`config.mk`:
```
export PLATFORM = sky130hd
export DESIGN_NAME = stack_engine_mod_rotate_print_core
export DESIGN_NICKNAME = d
export VERILOG_FILES = /design/src/rtl/seng_pkg.sv /design/src/rtl/seng_rem.sv /design/src/rtl/stack_engine_mod_rotate_print_core.sv
export SDC_FILE = /design/constraint.sdc
export NUM_CORES = 2
export LEC_CHECK = 0
export BUFFER_PORTS_ARGS = -buffer_cell sky130_fd_sc_hd__buf_2
export CORE_MARGIN = 2
export CORE_UTILIZATION = 63
export DETAILED_ROUTE_END_ITERATION = 6
export PLACE_DENSITY = 0.84
export SETUP_SLACK_MARGIN = 0.3
export SLEW_MARGIN = 20
export SYNTH_ARGS = -nofsm -noshare
export SYNTH_HDL_FRONTEND = slang
export SYNTH_SLANG_ARGS = --single-unit
```
`constraint.sdc`:
```
create_clock -name clk -period 8 [get_ports clk]
set_clock_uncertainty 0.1 [all_clocks]
set_input_delay 1.6 -clock clk [delete_from_list [all_inputs] [get_ports clk]]
set_output_delay 1.6 -clock clk [all_outputs]
set_load 0.01 [all_outputs]
```
`src/rtl/seng_pkg.sv`:
```
// Shared types and constants for the stack engine.
`timescale 1ns / 1ps
`default_nettype none

package seng_pkg;

  typedef enum logic [2:0] {
    REQ_PUSH  = 3'd0,
    REQ_MOD   = 3'd1,
    REQ_PCHAR = 3'd2,
    REQ_PSTR  = 3'd3,
    REQ_ROTL  = 3'd4,
    REQ_ROTR  = 3'd5
  } req_t;

  typedef enum logic [2:0] {
    ST_OK        = 3'd0,
    ST_TOO_SHORT = 3'd1,
    ST_DIV_ZERO  = 3'd2,
    ST_RANGE     = 3'd3,
    ST_FULL      = 3'd4
  } status_t;

  typedef enum logic [3:0] {
    S_IDLE,
    S_DECODE,
    S_MOD_B,
    S_MOD_A,
    S_MOD_DIV,
    S_PCHAR_RD,
    S_PCHAR_EMIT,
    S_PSTR_CHK,
    S_PSTR_RD,
    S_PSTR_EMIT,
    S_ROTL_WR,
    S_ROTR_WR,
    S_NEWLINE,
    S_STATUS
  } state_t;

  localparam int          PRINT_LIMIT   = 32;
  localparam int          KW            = $clog2(PRINT_LIMIT + 1);
  localparam logic [6:0]  NEWLINE_CODE  = 7'd10;

endpackage

`default_nettype wire

```
`src/rtl/seng_rem.sv`:
```
// Iterative restoring remainder unit with C-style truncating sign rules.
`timescale 1ns / 1ps
`default_nettype none

module seng_rem #(
  parameter int VALUE_WIDTH = 32
) (
  input  wire logic                   clk,
  input  wire logic                   rst,
  input  wire logic                   start,
  input  wire logic [VALUE_WIDTH-1:0] dividend,
  input  wire logic [VALUE_WIDTH-1:0] divisor,
  output logic                        done,
  output logic [VALUE_WIDTH-1:0]      remainder
);

  localparam int W    = VALUE_WIDTH;
  localparam int CNTW = $clog2(W + 1);

  logic            busy;
  logic [CNTW-1:0] cnt;
  logic [W-1:0]    rem;
  logic [W-1:0]    quo;
  logic [W-1:0]    ub;
  logic            neg;
  logic [W:0]      r_sh;
  logic [W:0]      diff;
  logic [W-1:0]    rem_next;

  always_comb begin
    r_sh = {rem, quo[W-1]};
    diff = r_sh - {1'b0, ub};
    if (!diff[W]) begin
      rem_next = diff[W-1:0];
    end else begin
      rem_next = r_sh[W-1:0];
    end
  end

  always_ff @(posedge clk) begin
    if (rst) begin
      busy <= 1'b0;
      done <= 1'b0;
      cnt  <= '0;
    end else begin
      done <= 1'b0;
      if (start) begin
        busy <= 1'b1;
        cnt  <= CNTW'(W);
      end else if (busy) begin
        cnt <= cnt - CNTW'(1);
        if (cnt == CNTW'(1)) begin
          busy <= 1'b0;
          done <= 1'b1;
        end
      end
    end
  end

  always_ff @(posedge clk) begin
    if (start) begin
      rem <= '0;
      quo <= dividend[W-1] ? (~dividend + W'(1)) : dividend;
      ub  <= divisor[W-1] ? (~divisor + W'(1)) : divisor;
      neg <= dividend[W-1];
    end else if (busy) begin
      rem <= rem_next;
      quo <= {quo[W-2:0], 1'b0};
      if (cnt == CNTW'(1)) begin
        remainder <= neg ? (~rem_next + W'(1)) : rem_next;
      end
    end
  end

endmodule

`default_nettype wire

```
`src/rtl/stack_engine_mod_rotate_print_core.sv`:
```
// Top level of the stack engine: ring deque in a synchronous memory and its sequencer.
// Push, rotate and error requests each give a single status result; mod waits on the
// remainder unit, which computes one bit per cycle. Print string runs check, read and emit
// states per character on the one memory read port, then emits a newline; print char emits
// one character and a newline. A new request is taken once the last result is loaded.
// Reset clears the element count, bottom index and sequencer; stack contents are not cleared.
`timescale 1ns / 1ps
`default_nettype none

module stack_engine_mod_rotate_print_core #(
  parameter int STACK_DEPTH = 32,
  parameter int VALUE_WIDTH = 32
) (
  input  wire logic               clk,
  input  wire logic               rst,
  input  wire logic               req_valid,
  output logic                    req_ready,
  input  wire logic [2:0]         req_type,
  input  wire logic signed [31:0] push_value,
  output logic                    res_valid,
  input  wire logic               res_ready,
  output logic [2:0]              status,
  output logic                    char_valid,
  output logic [6:0]              char_out,
  output logic                    last
);

  import seng_pkg::*;

  localparam int W  = VALUE_WIDTH;
  localparam int AW = $clog2(STACK_DEPTH);
  localparam int CW = $clog2(STACK_DEPTH + 1);
  localparam int SW = CW + 1;

  logic [W-1:0] mem [STACK_DEPTH];
  logic [W-1:0] rdata;
  logic [AW-1:0] raddr;
  logic          mem_we;
  logic [AW-1:0] mem_waddr;
  logic [W-1:0]  mem_wdata;

  state_t        state, state_next;
  logic [CW-1:0] count, count_next;
  logic [AW-1:0] bottom, bottom_next;
  logic [CW-1:0] walk, walk_next;
  logic [KW-1:0] nchars, nchars_next;
  logic [2:0]    req, req_next;
  logic [W-1:0]  val, val_next;
  logic [W-1:0]  opb, opb_next;
  logic [6:0]    chr, chr_next;
  logic [2:0]    st_code, st_code_next;

  logic          load;
  logic [2:0]    ld_status;
  logic          ld_char_valid;
  logic [6:0]    ld_char;
  logic          ld_last;
  logic          out_free;
  logic [63:0]   push_ext;
  logic [AW-1:0] bot_dec;
  logic [AW-1:0] bot_inc;
  logic          rd_in_range;

  logic          div_start;
  logic          div_done;
  logic [W-1:0]  div_rem;

  function automatic logic [AW-1:0] slot(input logic [AW-1:0] base, input logic [CW-1:0] off);
    logic [SW-1:0] sum;
    sum = SW'(base) + SW'(off);
    if (sum >= SW'(STACK_DEPTH)) begin
      sum = sum - SW'(STACK_DEPTH);
    end
    return sum[AW-1:0];
  endfunction

  seng_rem #(
    .VALUE_WIDTH(VALUE_WIDTH)
  ) u_rem (
    .clk       (clk),
    .rst       (rst),
    .start     (div_start),
    .dividend  (rdata),
    .divisor   (opb),
    .done      (div_done),
    .remainder (div_rem)
  );

  always_ff @(posedge clk) begin
    if (mem_we) begin
      mem[mem_waddr] <= mem_wdata;
    end
    rdata <= mem[raddr];
  end

  assign out_free    = !res_valid || res_ready;
  assign req_ready   = (state == S_IDLE);
  assign push_ext    = {{32{push_value[31]}}, push_value};
  assign bot_dec     = (bottom == '0) ? AW'(STACK_DEPTH - 1) : bottom - AW'(1);
  assign bot_inc     = (bottom == AW'(STACK_DEPTH - 1)) ? '0 : bottom + AW'(1);
  assign rd_in_range = (rdata[W-1:7] == '0);

  always_comb begin
    state_next    = state;
    count_next    = count;
    bottom_next   = bottom;
    walk_next     = walk;
    nchars_next   = nchars;
    req_next      = req;
    val_next      = val;
    opb_next      = opb;
    chr_next      = chr;
    st_code_next  = st_code;
    raddr         = slot(bottom, count - CW'(1));
    mem_we        = 1'b0;
    mem_waddr     = slot(bottom, count);
    mem_wdata     = val;
    div_start     = 1'b0;
    load          = 1'b0;
    ld_status     = ST_OK;
    ld_char_valid = 1'b0;
    ld_char       = '0;
    ld_last       = 1'b1;

    case (state)
      S_IDLE: begin
        if (req_valid) begin
          req_next   = req_type;
          val_next   = push_ext[W-1:0];
          state_next = S_DECODE;
        end
      end
      S_DECODE: begin
        st_code_next = ST_OK;
        state_next   = S_STATUS;
        case (req)
          REQ_PUSH: begin
            if (count == CW'(STACK_DEPTH)) begin
              st_code_next = ST_FULL;
            end else begin
              mem_we     = 1'b1;
              count_next = count + CW'(1);
            end
          end
          REQ_MOD: begin
            if (count < CW'(2)) begin
              st_code_next = ST_TOO_SHORT;
            end else begin
              state_next = S_MOD_B;
            end
          end
          REQ_PCHAR: begin
            if (count == '0) begin
              st_code_next = ST_TOO_SHORT;
            end else begin
              state_next = S_PCHAR_RD;
            end
          end
          REQ_PSTR: begin
            walk_next   = count;
            nchars_next = '0;
            state_next  = S_PSTR_CHK;
          end
          REQ_ROTL: begin
            if (count >= CW'(2)) begin
              state_next = S_ROTL_WR;
            end
          end
          REQ_ROTR: begin
            raddr = bottom;
            if (count >= CW'(2)) begin
              state_next = S_ROTR_WR;
            end
          end
          default: begin
            st_code_next = ST_OK;
          end
        endcase
      end
      S_MOD_B: begin
        opb_next   = rdata;
        raddr      = slot(bottom, count - CW'(2));
        state_next = S_MOD_A;
      end
      S_MOD_A: begin
        if (opb == '0) begin
          st_code_next = ST_DIV_ZERO;
          state_next   = S_STATUS;
        end else begin
          div_start  = 1'b1;
          state_next = S_MOD_DIV;
        end
      end
      S_MOD_DIV: begin
        if (div_done) begin
          mem_we       = 1'b1;
          mem_waddr    = slot(bottom, count - CW'(2));
          mem_wdata    = div_rem;
          count_next   = count - CW'(1);
          st_code_next = ST_OK;
          state_next   = S_STATUS;
        end
      end
      S_PCHAR_RD: begin
        chr_next = rdata[6:0];
        if (rd_in_range) begin
          state_next = S_PCHAR_EMIT;
        end else begin
          st_code_next = ST_RANGE;
          state_next   = S_STATUS;
        end
      end
      S_PCHAR_EMIT: begin
        if (out_free) begin
          load          = 1'b1;
          ld_char_valid = 1'b1;
          ld_char       = chr;
          ld_last       = 1'b0;
          state_next    = S_NEWLINE;
        end
      end
      S_PSTR_CHK: begin
        raddr = slot(bottom, walk - CW'(1));
        if (walk == '0 || nchars == KW'(PRINT_LIMIT)) begin
          state_next = S_NEWLINE;
        end else begin
          state_next = S_PSTR_RD;
        end
      end
      S_PSTR_RD: begin
        chr_next = rdata[6:0];
        if (rd_in_range && rdata != '0) begin
          state_next = S_PSTR_EMIT;
        end else begin
          state_next = S_NEWLINE;
        end
      end
      S_PSTR_EMIT: begin
        if (out_free) begin
          load          = 1'b1;
          ld_char_valid = 1'b1;
          ld_char       = chr;
          ld_last       = 1'b0;
          walk_next     = walk - CW'(1);
          nchars_next   = nchars + KW'(1);
          state_next    = S_PSTR_CHK;
        end
      end
      S_ROTL_WR: begin
        mem_we      = 1'b1;
        mem_waddr   = bot_dec;
        mem_wdata   = rdata;
        bottom_next = bot_dec;
        state_next  = S_STATUS;
      end
      S_ROTR_WR: begin
        mem_we      = 1'b1;
        mem_waddr   = slot(bot_inc, count - CW'(1));
        mem_wdata   = rdata;
        bottom_next = bot_inc;
        state_next  = S_STATUS;
      end
      S_NEWLINE: begin
        if (out_free) begin
          load          = 1'b1;
          ld_char_valid = 1'b1;
          ld_char       = NEWLINE_CODE;
          state_next    = S_IDLE;
        end
      end
      S_STATUS: begin
        if (out_free) begin
          load       = 1'b1;
          ld_status  = st_code;
          state_next = S_IDLE;
        end
      end
      default: begin
        state_next = S_IDLE;
      end
    endcase
  end

  always_ff @(posedge clk) begin
    if (rst) begin
      state     <= S_IDLE;
      count     <= '0;
      bottom    <= '0;
      res_valid <= 1'b0;
    end else begin
      state  <= state_next;
      count  <= count_next;
      bottom <= bottom_next;
      if (load) begin
        res_valid <= 1'b1;
      end else if (res_ready) begin
        res_valid <= 1'b0;
      end
    end
  end

  always_ff @(posedge clk) begin
    walk    <= walk_next;
    nchars  <= nchars_next;
    req     <= req_next;
    val     <= val_next;
    opb     <= opb_next;
    chr     <= chr_next;
    st_code <= st_code_next;
    if (load) begin
      status     <= ld_status;
      char_valid <= ld_char_valid;
      char_out   <= ld_char;
      last       <= ld_last;
    end
  end

endmodule

`default_nettype wire
```
==> reports/results.ini <==
[cts]
cts_hold_buf=0
clk_pin_slew_ns=0.07
cts.sinks=1310
cts_buffers=131
htree_levels=4
root_buffer=clkbuf_16
clk_path_buf_depth=3
postCtsSetupBuffers=0
cts_resized=0
cts_tree=done
clock_latency_ns=0.76

[synth]
ys_types=82
netlist_area_mm2=0.0571
synth.most_common_cell=edfxtp_1
synth_flop_cell=edfxtp_1
synth_seq_cells=1310
syn_nets=4647
synth_seq_area_share_pct=67.3
postSynthAreaPerCell_um2=12.6
yosys_warnings=0
synth_area_leaders=edfxtp_1 64%, a211oi_1 5.1%, nand2_1 4.6%
synth_top_area_share_pct=64.2
synth_edf_count=1222
synth_common_cells=1,222 x edfxtp_1, 702 x nand2_1, 390 x a211oi_1
async_flop_share_pct=0
synth_top_cell_by_area=edfxtp_1
synthesis.instances=4534

[critical_path]
worstSetupPathType=reg2reg
cp_max_fo=50
endpoint_kind=register
critical_path_arrival_ns=6.76
cp.required_ns=8.39
crit_path_start_kind=register
reg2regPathDepth=22

[global_routing]
antenna_found_initial=1
grt_usage_pct=32.9
grt_pass1_vias=38600
grt_pass1_wl_um=232000
gr-total-overflow=0
grt_max_degree=175

[detailed_routing]
drtIter0Drc=6379
dr.pass1.iters=6
drt-total-wl_um=155000
final_antenna_net_count=0
via_per_inst=6.97
wl_per_cell_um=26.9
vias=40000
drcViolationCount=0

[sta]
finalCriticalPeriod_ns=6.37
setup_viol=0
slew_viol_final=0
max_slew_margin_pct=21.1
fin_tns_setup_ns=0
worst_pin_slew_ns=1.18
rsz0062_at_grt=no
hold_violations=0
finalCritPeriodShare_pct=79.6
fmax_ghz=0.157

[final_layout]
drive_gt1_share_pct=8.83
antenna-diode-count=0
fillCellCount=5610
syn_to_final_growth_pct=10.1
layout.nets=4577

[min_path]
holdCritPathClass=reg2reg
hold_path_depth=1

[place]
io_buffers=52
hpwlAfterDp_um=86400
place.gp.congestion=0.914

[pwr]
power_switching_mw=8.42
p_leak_nw=21.6
ir_worst_vdd_mv=0.342
p_seq_share_pct=39.2
power_density_mw_per_mm2=357
intPower_mw=14.0
power_mw=22.5
p_sw_share_pct=37.5
clkPwrFrac_pct=26.7
p_comb_share_pct=34.1

[run]
maxCapViolCount=0

[floorplanning]
die_w_um=305
die_area_mm2=0.0931
rows=110
ios=53
fp.dieH_um=305
core_mm2=0.0900
start_util_pct=63.5

[status]
outcome=finished clean

[metal layers]
layer / global-route usage, % / wire length, um / up-vias
met1: 44.2 / 55100 / 19300
li1: - / - / 17200
met3: 6.95 / 20000 / 526
met5: 0 / 0 / -
met4: 16.0 / 7760 / 0
met2: 51.6 / 72000 / 2950
[power groups by stage]
stage | registers (mW) | clock network, mW | logic (mW)
2_1_floorplan | 8.68 | 0 | 5.15
3_3_place_gp | 8.90 | 0 | 7.10
3_5_place_dp | 8.91 | 0 | 7.28
4_1_cts | 8.78 | 6.02 | 7.41
5_1_grt | 8.82 | 6.29 | 8.15
6_report | 8.80 | 6.00 | 7.65
[sequential cells by signal (all words and copies together) (netlist names), 32 cells and up]
register / count
u_rem.quo: 32
rdata: 32
opb: 32
u_rem.remainder: 32
u_rem.ub: 32
u_rem.rem: 32
mem: 1024
val: 32
[worst max-delay path: stages, from the launching register on]
cell and delay [ns]:
edfxtp_1 0.42, inv_1 0.09, ha_1 0.16, inv_1 0.06, fa_1 0.47, a211oi_1 0.40, o211ai_1 0.30, nand3_1 0.17
a21oi_1 0.10, nor3_1 0.15, buf_4 0.21, or2_2 0.14, buf_4 0.44, o21ai_0 0.26, inv_1 0.11, ha_1 0.24
nor4b_1 0.45, and4_1 0.32, nand3_1 0.16, o41ai_1 0.67, nand3_1 0.15, o41ai_1 0.40, xor2_1 0.14
[placed cells by master (no fill, tap or decap), types with 10 or more instances in the layout]
cell type  instances
nand4_1           10
xor2_1            76
ha_1              68
edfxtp_1        1222
xnor2_1           83
o211ai_1          10
or3_1             21
a211oi_1         390
o21ai_0           78
and3_1           266
nand2_1          688
buf_4             66
a21o_1            49
a22oi_1           39
nand3_1           31
nor2b_1           15
nor3_1            41
and2_1            18
nand2_2           13
o31ai_1           26
a21oi_1          222
mux2i_1           22
clkinv_1          22
clkbuf_16        133
nor2_1           167
clkbuf_1          31
dfxtp_1           87
o41ai_1           14
a311oi_1         131
nand2b_1          17
a31oi_1          146
clkinv_2          24
buf_12            10
inv_1             73
nor4_1            12
buf_2             52
nor2_4            36
[worst paths after layout]
| check | start | endpoint | slack [ns] |
|---|---|---|---|
| setup / recovery | u_rem.quo[31] | u_rem.remainder[30] | 1.63 |
| hold / removal | st_code[1] | status[1] | 0.41 |
| setup reg to reg | u_rem.quo[31] | u_rem.remainder[30] | 1.63 |
| hold reg to reg | st_code[1] | status[1] | 0.41 |
[logic make-up (layout without fill, tap and decap cells)]
group | after synthesis | count (layout) | synth area share, %
compound gates | 1173 | 1173 | 14.2
xor+xnor | 159 | 159 | 2.44
fa+ha+maj | 74 | 74 | 1.70
buf+inv | 405 | 444 | 2.72
flops | 1310 | 1310 | 67.3
mux | 27 | 27 | 0.484
simple gates | 1386 | 1386 | 11.2
[area by class of cell]
class | count | area (um2) | area share, %
Multi-Input combinational cell | 2819 | 17500 | 27.9
Tap cell | 1176 | 1470 | 2.34
Sequential cell | 1310 | 38500 | 61.1
Timing Repair Buffer | 128 | 956 | 1.52
Clock buffer | 171 | 3540 | 5.63
Inverter | 74 | 280 | 0.446
Clock inverter | 71 | 664 | 1.06
[through the flow]
stage | area [um2] | hold WS [ns] | setup WS (ns) | std cells | util, %
final | 62900 | 0.414 | 1.63 | 5749 | 69.9
after global routing | 62900 | 0.436 | 1.07 | 5749 | 69.9
after CTS | 62900 | 0.417 | 1.77 | 5749 | 69.8
after detailed placement | 58700 | 0.402 | 1.73 | 5507 | 65.2
after global placement | 58700 | 0.380 | 1.91 | 5507 | 65.2
after floorplan | 57100 | 0.353 | 2.17 | 4534 | -
Note: power is estimated with default switching activity, not from simulation.
